--- src/assert_macros.svh ---
// Assertion helpers for the RTL
`ifndef ASSERT_MACROS_SVH
`define ASSERT_MACROS_SVH
// Same-cycle implication, disabled in reset
`define ASSERT_IMPL(label, clk, rst_n, a, c) \
    label: assert property (@(posedge clk) disable iff (!rst_n) (a) |-> (c)) \
        else $error("assertion failed");
// Next-cycle implication, disabled in reset
`define ASSERT_NEXT(label, clk, rst_n, a, c) \
    label: assert property (@(posedge clk) disable iff (!rst_n) (a) |=> (c)) \
        else $error("assertion failed");
`endif

--- src/ams_pkg.sv ---
// ----------------------------------------------------------------------------
// ams_pkg
// Types and constants of the second-moment sketch.
// ----------------------------------------------------------------------------
package ams_pkg;
    localparam int NUM_VARS = 16;
    localparam int SLOT_W   = 4;
    localparam int K_W      = 5;

    localparam logic [1:0] MODE_ELEMENT = 2'd0;
    localparam logic [1:0] MODE_LOAD    = 2'd1;
    localparam logic [1:0] MODE_REPORT  = 2'd2;
    localparam logic [1:0] MODE_SPARE   = 2'd3;

    localparam logic [1:0] REG_FINITE = 2'd0;
    localparam logic [1:0] REG_LENGTH = 2'd1;
    localparam logic [1:0] REG_VARS   = 2'd2;

    typedef struct packed {
        logic [1:0]  mode;
        logic [63:0] element;
        logic [31:0] start_time;
        logic [15:0] accept_draw;
        logic [3:0]  slot_draw;
    } item_t;

    typedef struct packed {
        logic [3:0]  slot_number;
        logic        occupied;
        logic [63:0] sampled_element;
        logic [63:0] estimate;
        logic        saturated;
        logic        last;
    } result_t;

    // broadcast to every cell
    typedef struct packed {
        logic        upd;
        logic [63:0] element;
        logic        rep_load;
        logic        rep_shift;
    } cell_cmd_t;

    // snapshot handed down the chain during a report
    typedef struct packed {
        logic        valid;
        logic [63:0] element;
        logic [31:0] count;
    } rep_t;
endpackage

--- src/ams_estimate.sv ---
// ----------------------------------------------------------------------------
// ams_estimate
// Two-stage pipeline forming n*(2c-1) with saturation for one slot a beat.
// ----------------------------------------------------------------------------
module ams_estimate (
    input  logic             clk,
    input  logic             rst_n,
    input  logic             take,
    input  ams_pkg::rep_t    rep,
    input  logic [3:0]       slot,
    input  logic             last,
    input  logic [31:0]      n,
    output logic             strobe,
    output ams_pkg::result_t result
);
    logic        s1_valid_reg;
    logic [3:0]  s1_slot_reg;
    logic        s1_occ_reg;
    logic        s1_nz_reg;
    logic        s1_last_reg;
    logic [63:0] s1_elem_reg;
    logic [31:0] s1_n_reg;
    logic [32:0] s1_m_reg;
    logic [64:0] prod;
    logic        out_valid_reg;
    ams_pkg::result_t out_reg;

    assign prod = {33'd0, s1_n_reg} * {32'd0, s1_m_reg};

    // track beats through the stages
    always_ff @(posedge clk or negedge rst_n)
    begin
        if (!rst_n)
        begin
            s1_valid_reg  <= 1'b0;
            out_valid_reg <= 1'b0;
        end
        else
        begin
            s1_valid_reg  <= take;
            out_valid_reg <= s1_valid_reg;
        end
    end

    // stage 1: form 2c-1
    always_ff @(posedge clk)
    begin
        if (take)
        begin
            s1_slot_reg <= slot;
            s1_occ_reg  <= rep.valid;
            s1_nz_reg   <= rep.count != 32'd0;
            s1_last_reg <= last;
            s1_elem_reg <= rep.valid ? rep.element : 64'd0;
            s1_n_reg    <= n;
            s1_m_reg    <= {rep.count, 1'b0} - 33'd1;
        end
    end

    // stage 2: multiply and saturate
    always_ff @(posedge clk)
    begin
        if (s1_valid_reg)
        begin
            out_reg.slot_number     <= s1_slot_reg;
            out_reg.occupied        <= s1_occ_reg;
            out_reg.sampled_element <= s1_elem_reg;
            out_reg.last            <= s1_last_reg;
            if (s1_occ_reg && s1_nz_reg)
            begin
                out_reg.saturated <= prod[64];
                out_reg.estimate  <= prod[64] ? 64'hFFFF_FFFF_FFFF_FFFF : prod[63:0];
            end
            else
            begin
                out_reg.saturated <= 1'b0;
                out_reg.estimate  <= 64'd0;
            end
        end
    end

    assign strobe = out_valid_reg;
    assign result = out_reg;
endmodule

--- config.mk ---
export PLATFORM = sky130hd
export DESIGN_NAME = ams_estimate
export DESIGN_NICKNAME = d
export VERILOG_FILES = /design/src/assert_macros.svh /design/src/ams_pkg.sv /design/src/ams_estimate.sv
export SDC_FILE = /design/constraint.sdc
export NUM_CORES = 2
export LEC_CHECK = 0
export BUFFER_PORTS_ARGS = -buffer_cell sky130_fd_sc_hd__clkbuf_2
export CAP_MARGIN = 20
export CORE_MARGIN = 3
export CORE_UTILIZATION = 65
export CTS_BUF_LIST = sky130_fd_sc_hd__clkbuf_8
export DETAILED_ROUTE_END_ITERATION = 7
export HOLD_SLACK_MARGIN = 0.05
export MAX_ROUTING_LAYER = met4
export PLACE_DENSITY = 0.85
export SYNTH_ARGS = -nofsm -noshare
export SYNTH_HDL_FRONTEND = slang
export SYNTH_SLANG_ARGS = --single-unit
--- constraint.sdc ---
create_clock -name clk -period 9.61 [get_ports clk]
set_clock_uncertainty 0.1 [all_clocks]
set_input_delay 0 -clock clk [delete_from_list [all_inputs] [get_ports clk]]
set_output_delay 0 -clock clk [all_outputs]
set_load 0.01 [all_outputs]
# --- Word-level counts from Yosys, hierarchy flattened ---
# Index checks and enable logic that the tools add are counted.
totals:
  wordCells: 20
  input_bits: 137
  register_bits: 273
  output_inout_bits: 136
classes:
  n_addsub: 1
  mul: 1
  reduce_logical: 2
  n_mux: 1
op_table:
  columns: ["op", "count"]
  rows:
  - ["$mul A32 B33 Y65", 1]
  - ["$mux W64", 1]
  - ["$sub A33 B1 Y33 const B", 1]
  - ["$reduce_bool A32 Y1", 1]
  - ["$logic_and A1 B1 Y1", 1]

# --- Longest topological paths before layout ---
depth:
  ltp_word: 2
  ltp_mapped: 29
  mapped_depth_nobuf: 25

# --- Worst setup path before layout ---
# OpenSTA, ideal clock, no wires.
synth_timing:
  kind: "reg2reg"
  start: "register s1_n_reg[18]"
  end: "register out_reg, in the netlist result[59] (data pin)"
  arrival_ns: 6.881
  n_path_buf: 2
  required_time_ns: 9.238
  synth_period_minus_slack_ns: 7.253
  stages_incl_launch_ff: 26
  slack_ns: 2.357
  path_cell_list: "edfxtp_1 -> buf_1 -> and2_1 -> fa_1 -> inv_1 -> fa_1 -> inv_1 -> fa_1 -> inv_1 -> fa_1 -> inv_1 -> fa_1 -> fa_1 -> fa_1 -> fa_1 -> ha_1 -> clkbuf_1 -> o21ai_0 -> o221ai_1 -> a21boi_1 -> a31oi_1 -> o21ai_1 -> nand4_1 -> a21oi_1 -> nor4_1 -> or4_1"
synth_via:
  elab_chain_len: 2
synth_rtl:
  columns: ["element", "line", "source"]
  rows:
  - ["from (decl)", "ams_estimate.sv:22", "logic [31:0] s1_n_reg;"]
  - ["from (signal assigned)", "ams_estimate.sv:55", "s1_n_reg <= n;"]
  - ["$mul A32 B33 Y65", "ams_estimate.sv:28", "assign prod = {33'd0, s1_n_reg} * {32'd0, s1_m_reg};"]
  - ["$mux W64", "ams_estimate.sv:72", "out_reg.estimate <= prod[64] ? 64'hFFFF_FFFF_FFFF_FFFF : prod[63:0];"]
  - ["to (decl)", "ams_estimate.sv:26", "ams_pkg::result_t out_reg;"]
# Every way passes these cells.
# A chain may end at the register's enable or synchronous reset.

# --- Worst setup path in the final report ---
layout_timing:
  start: "register s1_m_reg[9]"
  end: "register out_reg, in the netlist result[9] (data pin)"
layout_via:
  elab_chain_len: 2
layout_rtl:
  columns: ["element", "line", "source"]
  rows:
  - ["from (decl)", "ams_estimate.sv:23", "logic [32:0] s1_m_reg;"]
  - ["from (signal assigned)", "ams_estimate.sv:56", "s1_m_reg <= {rep.count, 1'b0} - 33'd1;"]
  - ["$mul A32 B33 Y65", "ams_estimate.sv:28", null]
  - ["$mux W64", "ams_estimate.sv:72", null]
# Every way passes these cells.

==> impl_metrics.py <==
metrics = {
    "run_status": {
        "outcome": "complete, no violations",
    },
    "sta": {
        "finalCritPeriodShare_pct": 94.6,
        "fmax_ghz": 0.110,
        "worst-slew-pin-transition_ns": 1.35,
        "rsz0062_at_grt": "no",
        "final-hold-violation-count": 0,
        "relSlewSlack_pct": 9.70,
        "finalSetupTns_ns": 0,
        "drv_slew": 0,
        "timing.hold.ws_ns": 0.0884,
        "finalCriticalPeriod_ns": 9.09,
        "finalSetupViolations": 0,
    },
    "run": {
        "drv_cap": 0,
    },
    "cts": {
        "postCtsSetupRepairBufs": 0,
        "cts_tree": "built",
        "cts_buffers": 46,
        "clock-sinks": 272,
        "clock_path_buffers": 3,
        "cts-root-buf": "clkbuf_8",
        "holdBufCountCts": 205,
        "cts_resized": 0,
        "clk_pin_slew_worst_paths_ns": 0.07,
        "htree_levels": 2,
        "insertion_delay_ns": 0.68,
    },
    "synthesis": {
        "seq_area_frac_synth_pct": 18.8,
        "synth_edf_count": 270,
        "async_flop_share_pct": 0.735,
        "yosysWarnings": 0,
        "synth_nets": 5658,
        "syn_avg_cell_area_sq_um": 10.0,
        "syn_inst": 4330,
        "synth_top_cell_area_share_pct": 42.6,
        "synthDistinctLibCells": 64,
        "yosysMostFrequentCell": "inv_1",
        "ys_seq_elements": 272,
        "ys.flop_type": "edfxtp_1",
        "synthTopCellsByCount": "inv_1, fa_1, nand2_1",
        "ys_top_cells_by_area": "fa_1, edfxtp_1, inv_1",
        "yosysTopAreaCell": "fa_1",
        "syn_area_sq_um": 43500,
    },
    "global_route": {
        "grt_pass1_vias": 35457,
        "grt_max_degree": 77,
        "antenna_found_initial": 4,
        "grt_overflow": 0,
        "grt_use_total_pct": 37.9,
        "grt_pass1_wl_mm": 198,
    },
    "floorplanning": {
        "io_pins": 273,
        "rows": 94,
        "initial_utilization_pct": 65.9,
        "die_w_microns": 265,
        "core_sq_um": 66000,
        "die_h_microns": 265,
        "die_area_sq_um": 70000,
    },
    "layout": {
        "largest_reg_flops": 135,
        "drive_above_1_share_pct": 8.96,
        "syn2layout_area_growth_pct": 12.4,
        "finalNetCount": 6025,
    },
    "placed_design": {
        "post-dp-hpwl_mm": 91.1,
        "io_buffers": 272,
        "gp_congestion": 1.01,
    },
    "setup_path": {
        "path_buf_inv": 6,
        "required_ns": 9.86,
        "arrival_ns": 9.35,
        "critPathTopFamily": "adder cells",
        "slowest_delay_ns": 1.25,
        "cpMostUsedCell": "fa_1",
        "slowest_stage": "edfxtp_1",
        "cp-start-kind": "flip-flop",
        "path_class": "flip-flop to flip-flop",
        "cp-end-kind": "flip-flop",
        "cp_max_fo": 30,
    },
    "routing": {
        "drc": 0,
        "vias_per_cell": 5.83,
        "routed_wl_mm": 123,
        "drt_first_pass_iters": 6,
        "final_antenna_net_count": 0,
        "vias": 32626,
        "drtIter0Drc": 3068,
        "avgRoutedWirePerCell_microns": 22.0,
    },
    "min_path": {
        "hold_class": "input port to flip-flop",
    },
}
==> final timing paths <==
check	start	end	slack, ns	cells after the start
setup / recovery	s1_m_reg[9]	result[9]	0.52	25
hold / removal	rep[76]	s1_elem_reg[44]	0.09	3
setup reg to reg	s1_m_reg[9]	result[9]	0.52	25
min in group asynchronous	rst_n	strobe	0.13	3
hold reg to reg	s1_elem_reg[60]	result[126]	0.31	0
max in group asynchronous	rst_n	s1_valid_reg	9.12	3
==> layer usage <==
layer / routed length [microns] / global-route usage (%)
met3: 17800 / 13.2
met4: 4990 / 13.0
met5: 0 / -
met1: 45600 / 49.7
met2: 55100 / 55.7
==> metrics by stage <==
| step | std cells | area, sq um | setup WS, ns | util (%) |
|---|---|---|---|---|
| after floorplan | 4330 | 43500 | 2.36 | - |
| after global placement | 5296 | 45500 | 1.02 | 69.0 |
| after detailed placement | 5297 | 45600 | 0.729 | 69.1 |
| after CTS | 5586 | 48600 | 0.696 | 73.6 |
| after global routing | 5601 | 48900 | 0.192 | 74.1 |
| final | 5601 | 48900 | 0.515 | 74.1 |
==> cell type report <==
cell class | count | area, sq um
inverter | 938 | 3520
clock buffer | 47 | 647
antenna | 4 | 10.0
sequential | 272 | 8160
fill | 4088 | 17100
timing repair buffer | 557 | 4250
multi-input combinational | 2882 | 30900
tap | 864 | 1080
clock inverter | 37 | 302
==> worst min-delay path, delay by kind of cell <==
family | cells | cell delay [ns]
buf+inv | 2 | 0.61
simple gates | 1 | 0.12
==> cell usage in the layout, fill, tap and decap left out, drive strengths merged, types with 5 or more instances in the layout <==
cell,n
nand2,630
bufinv,5
clkbuf,318
nor3,18
o21a,7
a211oi,6
clkinv,13
xor2,41
a21oi,143
a21o,19
ha,265
nor2,52
dlygate4sd3,205
or3,11
fa,926
o21ai,51
o21bai,13
nand3,8
and2,536
o31ai,5
o211ai,10
edfxtp,270
nand4,22
xnor2,48
buf,81
inv,955
and3,7
a31oi,10
==> cell families after synthesis <==
logic type / count (synthesis) / share of synthesized area [%]
compound gates: 296 / 4.16
xor+xnor: 89 / 1.79
fa+ha+maj: 1191 / 50.3
buf+inv: 1176 / 10.2
flops: 272 / 18.8
mux: 1 / 0.0230
simple gates: 1305 / 14.8
Power is not shown: default switching activity piles up to over one toggle a cycle in this logic, so the estimate is an artifact.
