<file path="src/assert_macros.svh">
// Assertion helpers for the RTL
`ifndef ASSERT_MACROS_SVH
`define ASSERT_MACROS_SVH
// Same-cycle implication, disabled in reset
`define ASSERT_IMPL(label, clk, rst_n, a, c) \
    label: assert property (@(posedge clk) disable iff (!rst_n) (a) |-> (c)) \
        else $error("assertion failed");
// Next-cycle implication, disabled in reset
`define ASSERT_NEXT(label, clk, rst_n, a, c) \
    label: assert property (@(posedge clk) disable iff (!rst_n) (a) |=> (c)) \
        else $error("assertion failed");
`endif

</file>
<file path="src/ams_pkg.sv">
// ----------------------------------------------------------------------------
// ams_pkg
// Types and constants of the second-moment sketch.
// ----------------------------------------------------------------------------
package ams_pkg;
    localparam int NUM_VARS = 16;
    localparam int SLOT_W   = 4;
    localparam int K_W      = 5;

    localparam logic [1:0] MODE_ELEMENT = 2'd0;
    localparam logic [1:0] MODE_LOAD    = 2'd1;
    localparam logic [1:0] MODE_REPORT  = 2'd2;
    localparam logic [1:0] MODE_SPARE   = 2'd3;

    localparam logic [1:0] REG_FINITE = 2'd0;
    localparam logic [1:0] REG_LENGTH = 2'd1;
    localparam logic [1:0] REG_VARS   = 2'd2;

    typedef struct packed {
        logic [1:0]  mode;
        logic [63:0] element;
        logic [31:0] start_time;
        logic [15:0] accept_draw;
        logic [3:0]  slot_draw;
    } item_t;

    typedef struct packed {
        logic [3:0]  slot_number;
        logic        occupied;
        logic [63:0] sampled_element;
        logic [63:0] estimate;
        logic        saturated;
        logic        last;
    } result_t;

    // broadcast to every cell
    typedef struct packed {
        logic        upd;
        logic [63:0] element;
        logic        rep_load;
        logic        rep_shift;
    } cell_cmd_t;

    // snapshot handed down the chain during a report
    typedef struct packed {
        logic        valid;
        logic [63:0] element;
        logic [31:0] count;
    } rep_t;
endpackage

</file>
<file path="src/ams_cell.sv">
// ----------------------------------------------------------------------------
// ams_cell
// One estimator slot: element, count, valid, and one report chain stage.
// ----------------------------------------------------------------------------
module ams_cell (
    input  logic               clk,
    input  logic               rst_n,
    input  ams_pkg::cell_cmd_t cmd,
    input  logic               start_hit,
    input  ams_pkg::rep_t      rep_in,
    output ams_pkg::rep_t      rep_out
);
    logic          valid_reg;
    logic [63:0]   elem_reg;
    logic [31:0]   count_reg;
    ams_pkg::rep_t rep_reg;
    logic          match;

    assign match = valid_reg && (elem_reg == cmd.element) && (count_reg != 32'hFFFF_FFFF);

    // hold valid bit
    always_ff @(posedge clk or negedge rst_n)
    begin
        if (!rst_n)
        begin
            valid_reg <= 1'b0;
        end
        else if (cmd.upd && start_hit)
        begin
            valid_reg <= 1'b1;
        end
    end

    // restart or count the slot
    always_ff @(posedge clk)
    begin
        if (cmd.upd && start_hit)
        begin
            elem_reg  <= cmd.element;
            count_reg <= 32'd1;
        end
        else if (cmd.upd && match)
        begin
            count_reg <= count_reg + 32'd1;
        end
    end

    // capture or advance the report chain
    always_ff @(posedge clk)
    begin
        if (cmd.rep_load)
        begin
            rep_reg.valid   <= valid_reg;
            rep_reg.element <= elem_reg;
            rep_reg.count   <= count_reg;
        end
        else if (cmd.rep_shift)
        begin
            rep_reg <= rep_in;
        end
    end

    assign rep_out = rep_reg;
endmodule

</file>
<file path="config.mk">
export PLATFORM = sky130hd
export DESIGN_NAME = ams_cell
export DESIGN_NICKNAME = d
export VERILOG_FILES = /design/src/assert_macros.svh /design/src/ams_pkg.sv /design/src/ams_cell.sv
export SDC_FILE = /design/constraint.sdc
export NUM_CORES = 1
export LEC_CHECK = 0
export BUFFER_PORTS_ARGS = -buffer_cell sky130_fd_sc_hd__clkbuf_2
export CORE_MARGIN = 2
export CORE_UTILIZATION = 47
export DETAILED_ROUTE_END_ITERATION = 12
export GPL_TIMING_DRIVEN = 0
export PLACE_DENSITY_LB_ADDON = 0.05
export SYNTH_ARGS = -nofsm -noshare
export SYNTH_HDL_FRONTEND = slang
export SYNTH_SLANG_ARGS = --single-unit
</file>
<file path="constraint.sdc">
create_clock -name clk -period 2.55 [get_ports clk]
set_clock_uncertainty 0.2 [all_clocks]
set_input_delay 0.3825 -clock clk [delete_from_list [all_inputs] [get_ports clk]]
set_output_delay 0.3825 -clock clk [all_outputs]
set_load 0.005 [all_outputs]
</file>
Word-level counts from Yosys, hierarchy flattened
Index checks and enable logic that the tools add are counted.
{"block": "totals", "regBits": 194, "latch_bits": 0, "mem_bits_rw": 0, "romBits": 0, "input_bits": 167, "output_inout_bits": 97, "elab_cells": 16, "n_memories": 0}
{"block": "classes", "n_addsub": 1, "n_mul": 0, "div_mod_pow": 0, "order_cmp": 0, "n_eq_ne": 2, "shift": 0, "muxes": 2, "n_bitwise": 0, "reduce_logical": 5}
{"cell": "2-to-1 mux 97 bit", "count": 2}
{"cell": "== test 64 bit", "count": 1}
{"cell": "adder 32 x 1 -> 32 bit (second input constant)", "count": 1}
{"cell": "inequality test 32 bit (second input constant)", "count": 1}
{"cell": "logical AND 1 bit", "count": 4}
{"cell": "nonzero test 2 bit", "count": 1}

Logic depth before layout (Yosys ltp)
Gate-level depths: netlist of run 1.
{"block": "depth", "word_depth": 4, "depth_mapped": 11, "depth_no_buf": 7}

Least setup slack after synthesis of run 1
No wires, ideal clock.
{"block": "synth_timing", "path_type": "input -> register", "start": "input port cmd[66] (netlist bit)", "end": "register elem_reg[0], enable pin", "setup_time_ps": 454, "arrival_ps": 2763, "t_required_ps": 1896, "setup_slack_ps": -867, "path_stages": 4, "n_path_buf": 2, "path_cell_list": "nand2_1 clkbuf_1 inv_1 clkbuf_1"}
{"block": "synth_via", "elab_chain_len": 1}
{"element": "from (decl)", "line": "ams_cell.sv:8", "source": "input ams_pkg::cell_cmd_t cmd,"}
{"element": "logical AND 1 bit", "line": "ams_cell.sv:37", "source": "if (cmd.upd && start_hit)"}
{"element": "to (signal assigned)", "line": "ams_cell.sv:39", "source": "elem_reg <= cmd.element;"}
{"element": "to (decl)", "line": "ams_cell.sv:14", "source": "logic [63:0] elem_reg;"}
No other way between the ends.
A chain may end at the register's enable or synchronous reset.

Final worst setup path of run 1
{"block": "layout_timing", "start": "register elem_reg[44]", "end": "register count_reg[4]"}
{"block": "layout_via", "elab_chain_len": 4}
{"element": "== test 64 bit", "line": "ams_cell.sv:19", "source": "assign match = valid_reg && (elem_reg == cmd.element) && (count_reg != 32'hFFFF_FFFF);"}
{"element": "logical AND 1 bit (2 in series)", "line": "ams_cell.sv:19"}
{"element": "logical AND 1 bit", "line": "ams_cell.sv:42", "source": "else if (cmd.upd && match)"}
{"element": "to (signal assigned)", "line": "ams_cell.sv:44", "source": "count_reg <= count_reg + 32'd1;"}
{"element": "to (decl)", "line": "ams_cell.sv:15", "source": "logic [31:0] count_reg;"}
No other way between the ends.

==> results.sh, run 1 <==
export IMPL_status="finished with violations"
export IMPL_violations="setup timing"
export IMPL_power_per_cell_area_nw_per_um2=607
export IMPL_clkTransAtPathRegs_ns=0.07
export IMPL_tightest_slew_ns=0.854
export IMPL_cts_max_path_buffers=2
export IMPL_cpPeakStageDelay_ns=0.64
export IMPL_synth_cells=616
export IMPL_relSlewSlack=0.431
export IMPL_crit_chain="nor2b_1 -> nor4_1 -> nand4_1 -> or4_4 -> buf_6 -> buf_4 -> o31ai_1 -> a21oi_1"
export IMPL_seq_area_frac_synth=0.630
export IMPL_antenna_left=0
export IMPL_synth_seq_cells=194
export IMPL_setup_tns_ns=-8.89
export IMPL_die_y_um=140
export IMPL_synth_flop_cell="edfxtp_1"
export IMPL_regToRegEndpoint="count_reg[4]"
export IMPL_timing_final_crit_share=1.14
export IMPL_hold_end="elem_reg[9]"
export IMPL_stdcell_area_um2=12300
export IMPL_dr_pass1_iters=5
export IMPL_gp_congestion=0.859
export IMPL_finalSetupViolCount=32
export IMPL_total_power_mw=7.46
export IMPL_crit_family="simple AND/OR/NAND/NOR gates"
export IMPL_gr_total_overflow=0
export IMPL_cts_tree="built"
export IMPL_hold_slack_ns=0.0118
export IMPL_critPathMaxFanout=10
export IMPL_core_region_area_um2=18100
export IMPL_dr_total_vias=6879
export IMPL_synth_avg_cell_area_um2=14.2
export IMPL_p_leak_nw=4.93
export IMPL_nets=1153
export IMPL_cts_root_buffer_cell="clkbuf_16"
export IMPL_htree_levels=4
export IMPL_rows=49
export IMPL_cp_slowest_cell="or4_4"
export IMPL_viasPerCell=5.61
export IMPL_cts_made_buffers=17
export IMPL_antennaDiodeCount=0
export IMPL_worstSetupEndpointType="flip-flop"
export IMPL_largest_reg_flops=97
export IMPL_r2r_slack_ns=-0.37
export IMPL_synth_nets=784
export IMPL_yosysTopAreaCell="edfxtp_1"
export IMPL_port_buffers=262
export IMPL_reg2reg_depth=8
export IMPL_ir_worst_vdd_mv=0.494
export IMPL_yosysWarnings=0
export IMPL_crit_type="flip-flop to flip-flop"
export IMPL_place_inst=1108
export IMPL_synth_area_um2=8730
export IMPL_hp_class="input pin to flip-flop"
export IMPL_yosysMostFrequentCell="edfxtp_1"
export IMPL_synth_top_area_share=0.554
export IMPL_synth_distinct_cells=42
export IMPL_cap_viol_max_count=0
export IMPL_placed_area_um2=10400
export IMPL_fmax_mhz=343
export IMPL_drive_gt1_frac=0.490
export IMPL_synth_edf_count=161
export IMPL_cts_sinks=194
export IMPL_drtIter0Drc=510
export IMPL_crit_buf_inv=2
export IMPL_grt_first_pass_wirelength_mm=40.1
export IMPL_clk_latency_ns=0.44
export IMPL_grt_pass1_vias=7128
export IMPL_worstHoldStart="cmd[11]"
export IMPL_required_ns=2.65
export IMPL_rsz0062_at_grt="yes"
export IMPL_synth_async_reset_ratio=0.00515
export IMPL_rr_startpoint="elem_reg[44]"
export IMPL_hpwlAfterDp_mm=17.6
export IMPL_finalHoldViolCount=0
export IMPL_cp_arrival_ns=3.02
export IMPL_maxSlewViolCount=0
export IMPL_min_period_ns=2.92
export IMPL_grt_max_degree=50
export IMPL_io_pins=264
export IMPL_crit_path_start_kind="flip-flop"
export IMPL_fin_cells=1227
export IMPL_drc=0
export IMPL_grt_util_all_layers=0.267
export IMPL_die_w_um=140
export IMPL_synth_commonest_cells="edfxtp_1 (161), mux2_2 (97), xor2_1 (47)"
export IMPL_die_area_um2=19700
export IMPL_setup_ws_ns=-0.368
export IMPL_drt_wl_total_mm=26.3
export IMPL_antenna_found_initial=0
export IMPL_start_util=0.483
export IMPL_hold_depth=1
export IMPL_areaGrowthSynthToFinish_pct=40.8
export IMPL_wl_per_cell_um=21.4
export IMPL_synth_area_leaders="edfxtp_1 (55%), mux2_2 (13%), dfxtp_1 (7.3%), xor2_1 (4.7%), nor4_1 (2.3%)"
[per-stage QoR]
| step | setup WS, ns | utilization |
|---|---|---|
| final | -0.368 | 0.680 |
| after global routing | -0.368 | 0.680 |
| after CTS | -0.258 | 0.669 |
| after detailed placement | -0.839 | 0.576 |
| after global placement | -0.833 | 0.575 |
| after floorplan | 0.0141 | - |
[layout by cell type (no fill, tap or decap), drive strengths merged, types with 7 or more instances in the layout]
cell type / count
nand4: 17
dfxtp: 32
dlygate4sd3: 64
o41ai: 9
nand3: 19
buf: 36
mux2: 97
or4: 17
nor4: 32
clkbuf: 295
o31ai: 15
inv: 16
and3: 7
a21oi: 20
nand2b: 11
edfxtp: 161
nand2: 17
xor2: 47
nor2b: 26
[power breakdown]
part | internal (mW) | switching [mW] | total [mW]
registers | 3.68 | 0.0909 | 3.77
logic | 0.452 | 0.423 | 0.875
clock network | 1.56 | 1.25 | 2.82
total | 5.70 | 1.77 | 7.46
[layer usage]
layer,track usage,vias up,wire (um),share of wire
li1,-,3168,-,-
met1,0.361,3362,11300,0.43
met2,0.435,322,12500,0.48
met3,0.0691,27,2120,0.081
met4,0.0686,0,380,0.014
met5,0,-,0,0
[layout make-up]
| type | instances | area (um^2) |
|---|---|---|
| fill | 1367 | 5790 |
| sequential | 194 | 5510 |
| multi-input combinational | 384 | 3500 |
| timing repair buffer | 349 | 2150 |
| clock buffer | 18 | 429 |
| tap | 229 | 287 |
| buffer | 28 | 210 |
| clock inverter | 14 | 178 |
| inverter | 11 | 41.3 |
[worst max-delay path by stage]
stage / startpoint / to / slack [ns] / depth (start not counted)
finish: elem_reg[44] / count_reg[4] / -0.37 / 8
global route: elem_reg[44] / count_reg[10] / -0.37 / 8
CTS: elem_reg[55] / count_reg[10] / -0.26 / 7
detailed placement: cmd[1] / rep_out[17] / -0.84 / 4
global placement: cmd[66] / elem_reg[23] / -0.83 / 5
floorplan: count_reg[1] / count_reg[12] / 0.01 / 10
[cells by family (layout without fill, tap and decap cells)]
| logic type | Yosys count | after routing | share of synthesized area |
|---|---|---|---|
| and+or+nand+nor | 172 | 174 | 0.120 |
| muxes | 102 | 102 | 0.131 |
| adders and majority gates | 1 | 1 | 0.00143 |
| AOI/OAI and AO/OA | 60 | 60 | 0.0514 |
| DFF | 194 | 194 | 0.630 |
| xor gates and xnor gates | 47 | 47 | 0.0471 |
| buffers and inverters | 40 | 420 | 0.0193 |
[timing repair]
action                                  4_1_cts  5_1_grt
endpoints found under the setup margin      128       68
hold buffers                                 64        0
pin swaps                                    21       18
cloned                                        2        1
setup buffers                                15        6
gates resized for setup                      57       26
hold endpoints to repair                     64        0
(Power assumes the default switching activity.)
==> inputs of run 2 (changes only) <==
--- a/config.mk
+++ b/config.mk
@@ -5,9 +5,10 @@
 export SDC_FILE = /design/constraint.sdc
 export NUM_CORES = 1
 export LEC_CHECK = 0
+export ABC_AREA = 1
 export BUFFER_PORTS_ARGS = -buffer_cell sky130_fd_sc_hd__clkbuf_2
 export CORE_MARGIN = 2
-export CORE_UTILIZATION = 47
+export CORE_UTILIZATION = 48
 export DETAILED_ROUTE_END_ITERATION = 12
 export GPL_TIMING_DRIVEN = 0
 export PLACE_DENSITY_LB_ADDON = 0.05
==> run 2 against run 1 <==
Compared with the run above: the run now ends clean; power decreased by 1.7%; design area up 6.5%; via count increased by 33%; critical path depth grew 5.
==> results.sh, run 2 <==
export IMPL_status="finished, final reports clean"
export IMPL_synth_cells=1229
export IMPL_synth_distinct_cells=32
export IMPL_tightest_slew_ns=0.742
export IMPL_yosysMostFrequentCell="nand2_1"
export IMPL_die_w_um=148
export IMPL_viasPerCell=4.87
export IMPL_required_ns=2.73
export IMPL_antennaDiodeCount=0
export IMPL_clk_latency_ns=0.45
export IMPL_cts_sinks=194
export IMPL_hpwlAfterDp_mm=22.0
export IMPL_synth_edf_count=161
export IMPL_dr_total_vias=9168
export IMPL_synth_async_reset_ratio=0.00515
export IMPL_p_leak_nw=6.40
export IMPL_grt_first_pass_wirelength_mm=45.2
export IMPL_rows=52
export IMPL_critPathMaxFanout=10
export IMPL_reg2reg_depth=11
export IMPL_nets=1769
export IMPL_fmax_mhz=409
export IMPL_fill_cells=1814
export IMPL_r2r_slack_ns=0.22
export IMPL_cp_arrival_ns=2.63
export IMPL_seq_area_frac_synth=0.556
export IMPL_setup_ws_ns=0.108
export IMPL_yosysTopAreaCell="edfxtp_1"
export IMPL_synth_area_leaders="edfxtp_1 (49%), nand2_1 (17%), nor2_1 (6.8%), dfxtp_1 (6.5%), inv_1 (6.3%)"
export IMPL_synth_top_area_share=0.489
export IMPL_drc=0
export IMPL_timing_final_crit_share=0.958
export IMPL_placed_area_um2=11600
export IMPL_wl_per_cell_um=15.4
export IMPL_hp_class="input pin to flip-flop"
export IMPL_power_per_cell_area_nw_per_um2=561
export IMPL_total_power_mw=7.34
export IMPL_cts_tree="built"
export IMPL_yosysWarnings=0
export IMPL_relSlewSlack=0.506
export IMPL_drive_gt1_frac=0.218
export IMPL_hold_slack_ns=0.00505
export IMPL_cts_root_buffer_cell="clkbuf_16"
export IMPL_synth_flop_cell="edfxtp_1"
export IMPL_synth_area_um2=9890
export IMPL_synth_commonest_cells="nand2_1 (458), nor2_1 (179), inv_1 (165)"
export IMPL_ir_worst_vdd_mv=0.424
export IMPL_gr_total_overflow=0
export IMPL_maxSlewViolCount=0
export IMPL_min_period_ns=2.44
export IMPL_final_common_cell="nand2_1"
export IMPL_synth_nets=1397
export IMPL_crit_path_start_kind="input pin"
export IMPL_start_util=0.489
export IMPL_largest_reg_flops=97
export IMPL_clkTransAtPathRegs_ns=0.08
export IMPL_cp_startpoint="cmd[26]"
export IMPL_dr_pass1_iters=5
export IMPL_io_pins=264
export IMPL_finalHoldViolCount=0
export IMPL_synth_avg_cell_area_um2=8.05
export IMPL_grt_util_all_layers=0.270
export IMPL_rr_startpoint="elem_reg[12]"
export IMPL_gp_congestion=0.896
export IMPL_htree_levels=4
export IMPL_grt_pass1_vias=8714
export IMPL_finalSetupViolCount=0
export IMPL_antenna_found_initial=1
export IMPL_crit_type="input pin to flip-flop"
export IMPL_pre_cts_ws_ns=-0.465
export IMPL_die_area_um2=21800
export IMPL_cts_max_path_buffers=2
export IMPL_worstSetupEndpointType="flip-flop"
export IMPL_die_y_um=148
export IMPL_multi_input_area_um2=3620
export IMPL_cts_made_buffers=17
export IMPL_final_cell_mix="nand2_1 (457), clkbuf_2 (263), nor2_1 (171), inv_1 (164), edfxtp_1 (161)"
export IMPL_core_region_area_um2=20200
export IMPL_seqCellArea_um2=5500
export IMPL_drtIter0Drc=773
export IMPL_port_buffers=262
export IMPL_antenna_left=0
export IMPL_regToRegEndpoint="count_reg[25]"
export IMPL_synth_seq_cells=194
export IMPL_cp_endpoint="count_reg[25]"
export IMPL_grt_max_degree=51
export IMPL_stdcell_area_um2=13100
export IMPL_cap_viol_max_count=0
export IMPL_areaGrowthSynthToFinish_pct=32.4
export IMPL_drt_wl_total_mm=29.0
-- run 2: where the power goes --
part	leakage (nW)	switching (mW)	internal, mW	total [mW]
combinational	4.24	0.558	0.421	0.979
sequential	1.88	0.0730	3.67	3.74
clock	0.279	1.32	1.30	2.62
total	6.40	1.96	5.39	7.34
-- run 2: cell families (layout without fill, tap and decap cells) --
group	count (synthesis)	count (layout)	synth area share
AO/OA/AOI/OAI	79	79	0.0402
buffers and inverters	203	588	0.0812
adder cells (fa/ha/maj)	1	1	0.00126
AND/OR/NAND/NOR	741	741	0.311
XOR/XNOR	11	11	0.00974
flip-flops	194	194	0.556
-- run 2: cell type report --
class | count | area share
Buffer | 31 | 0.0129
Clock buffer | 17 | 0.0325
Clock inverter | 15 | 0.0107
Inverter | 171 | 0.0494
Multi-Input combinational cell | 832 | 0.276
Sequential cell | 194 | 0.420
Tap cell | 270 | 0.0258
Timing Repair Buffer | 354 | 0.172
-- run 2: how the worst min path moves through the flow --
stage | from | end | cells after the start
after floorplan | rst_n | valid_reg | 0
after global placement | rst_n | valid_reg | 1
after detailed placement | rst_n | valid_reg | 1
after CTS | rep_in[20] | rep_out[20] | 3
after global routing | rep_in[25] | rep_out[25] | 3
final | rep_in[20] | rep_out[20] | 3
-- run 2: what timing repair did --
item / in CTS / in global routing
hold buffers: 84 / 0
endpoints found under the hold margin: 84 / 0
pin swaps: 0 / 3
setup endpoints to repair: 15 / 23
buffers inserted: 0 / 6
gates resized for setup: 0 / 18
-- run 2: worst max-delay path: stages --
cell	delay [ns]
dlygate4sd3_1	0.55
clkbuf_2	0.13
inv_1	0.05
nor2_1	0.04
nor3_1	0.42
nand3_1	0.20
nor2_4	0.18
nand3_2	0.11
buf_6	0.16
buf_6	0.14
nor2_1	0.11
nor2_1	0.05
nor2_1	0.10
-- run 2: through the flow --
| stage | std cells | setup TNS (ns) | util |
|---|---|---|---|
| 2_1_floorplan | 1229 | 0 | - |
| 3_3_place_gp | 1761 | -187.07 | 0.570 |
| 3_5_place_dp | 1763 | -17.89 | 0.573 |
| 4_1_cts | 1878 | 0 | 0.643 |
| 5_1_grt | 1884 | -0.0163 | 0.647 |
| 6_report | 1884 | 0 | 0.647 |
-- run 2: metal layers --
| layer | routed length (um) | share of wire | track usage | up-vias |
|---|---|---|---|---|
| met5 | 17 | 0.00059 | 0 | - |
| met4 | 457 | 0.016 | 0.0740 | 2 |
| met3 | 2050 | 0.071 | 0.0512 | 36 |
| met2 | 13300 | 0.46 | 0.434 | 328 |
| met1 | 13200 | 0.45 | 0.378 | 4159 |
| li1 | - | - | - | 4643 |
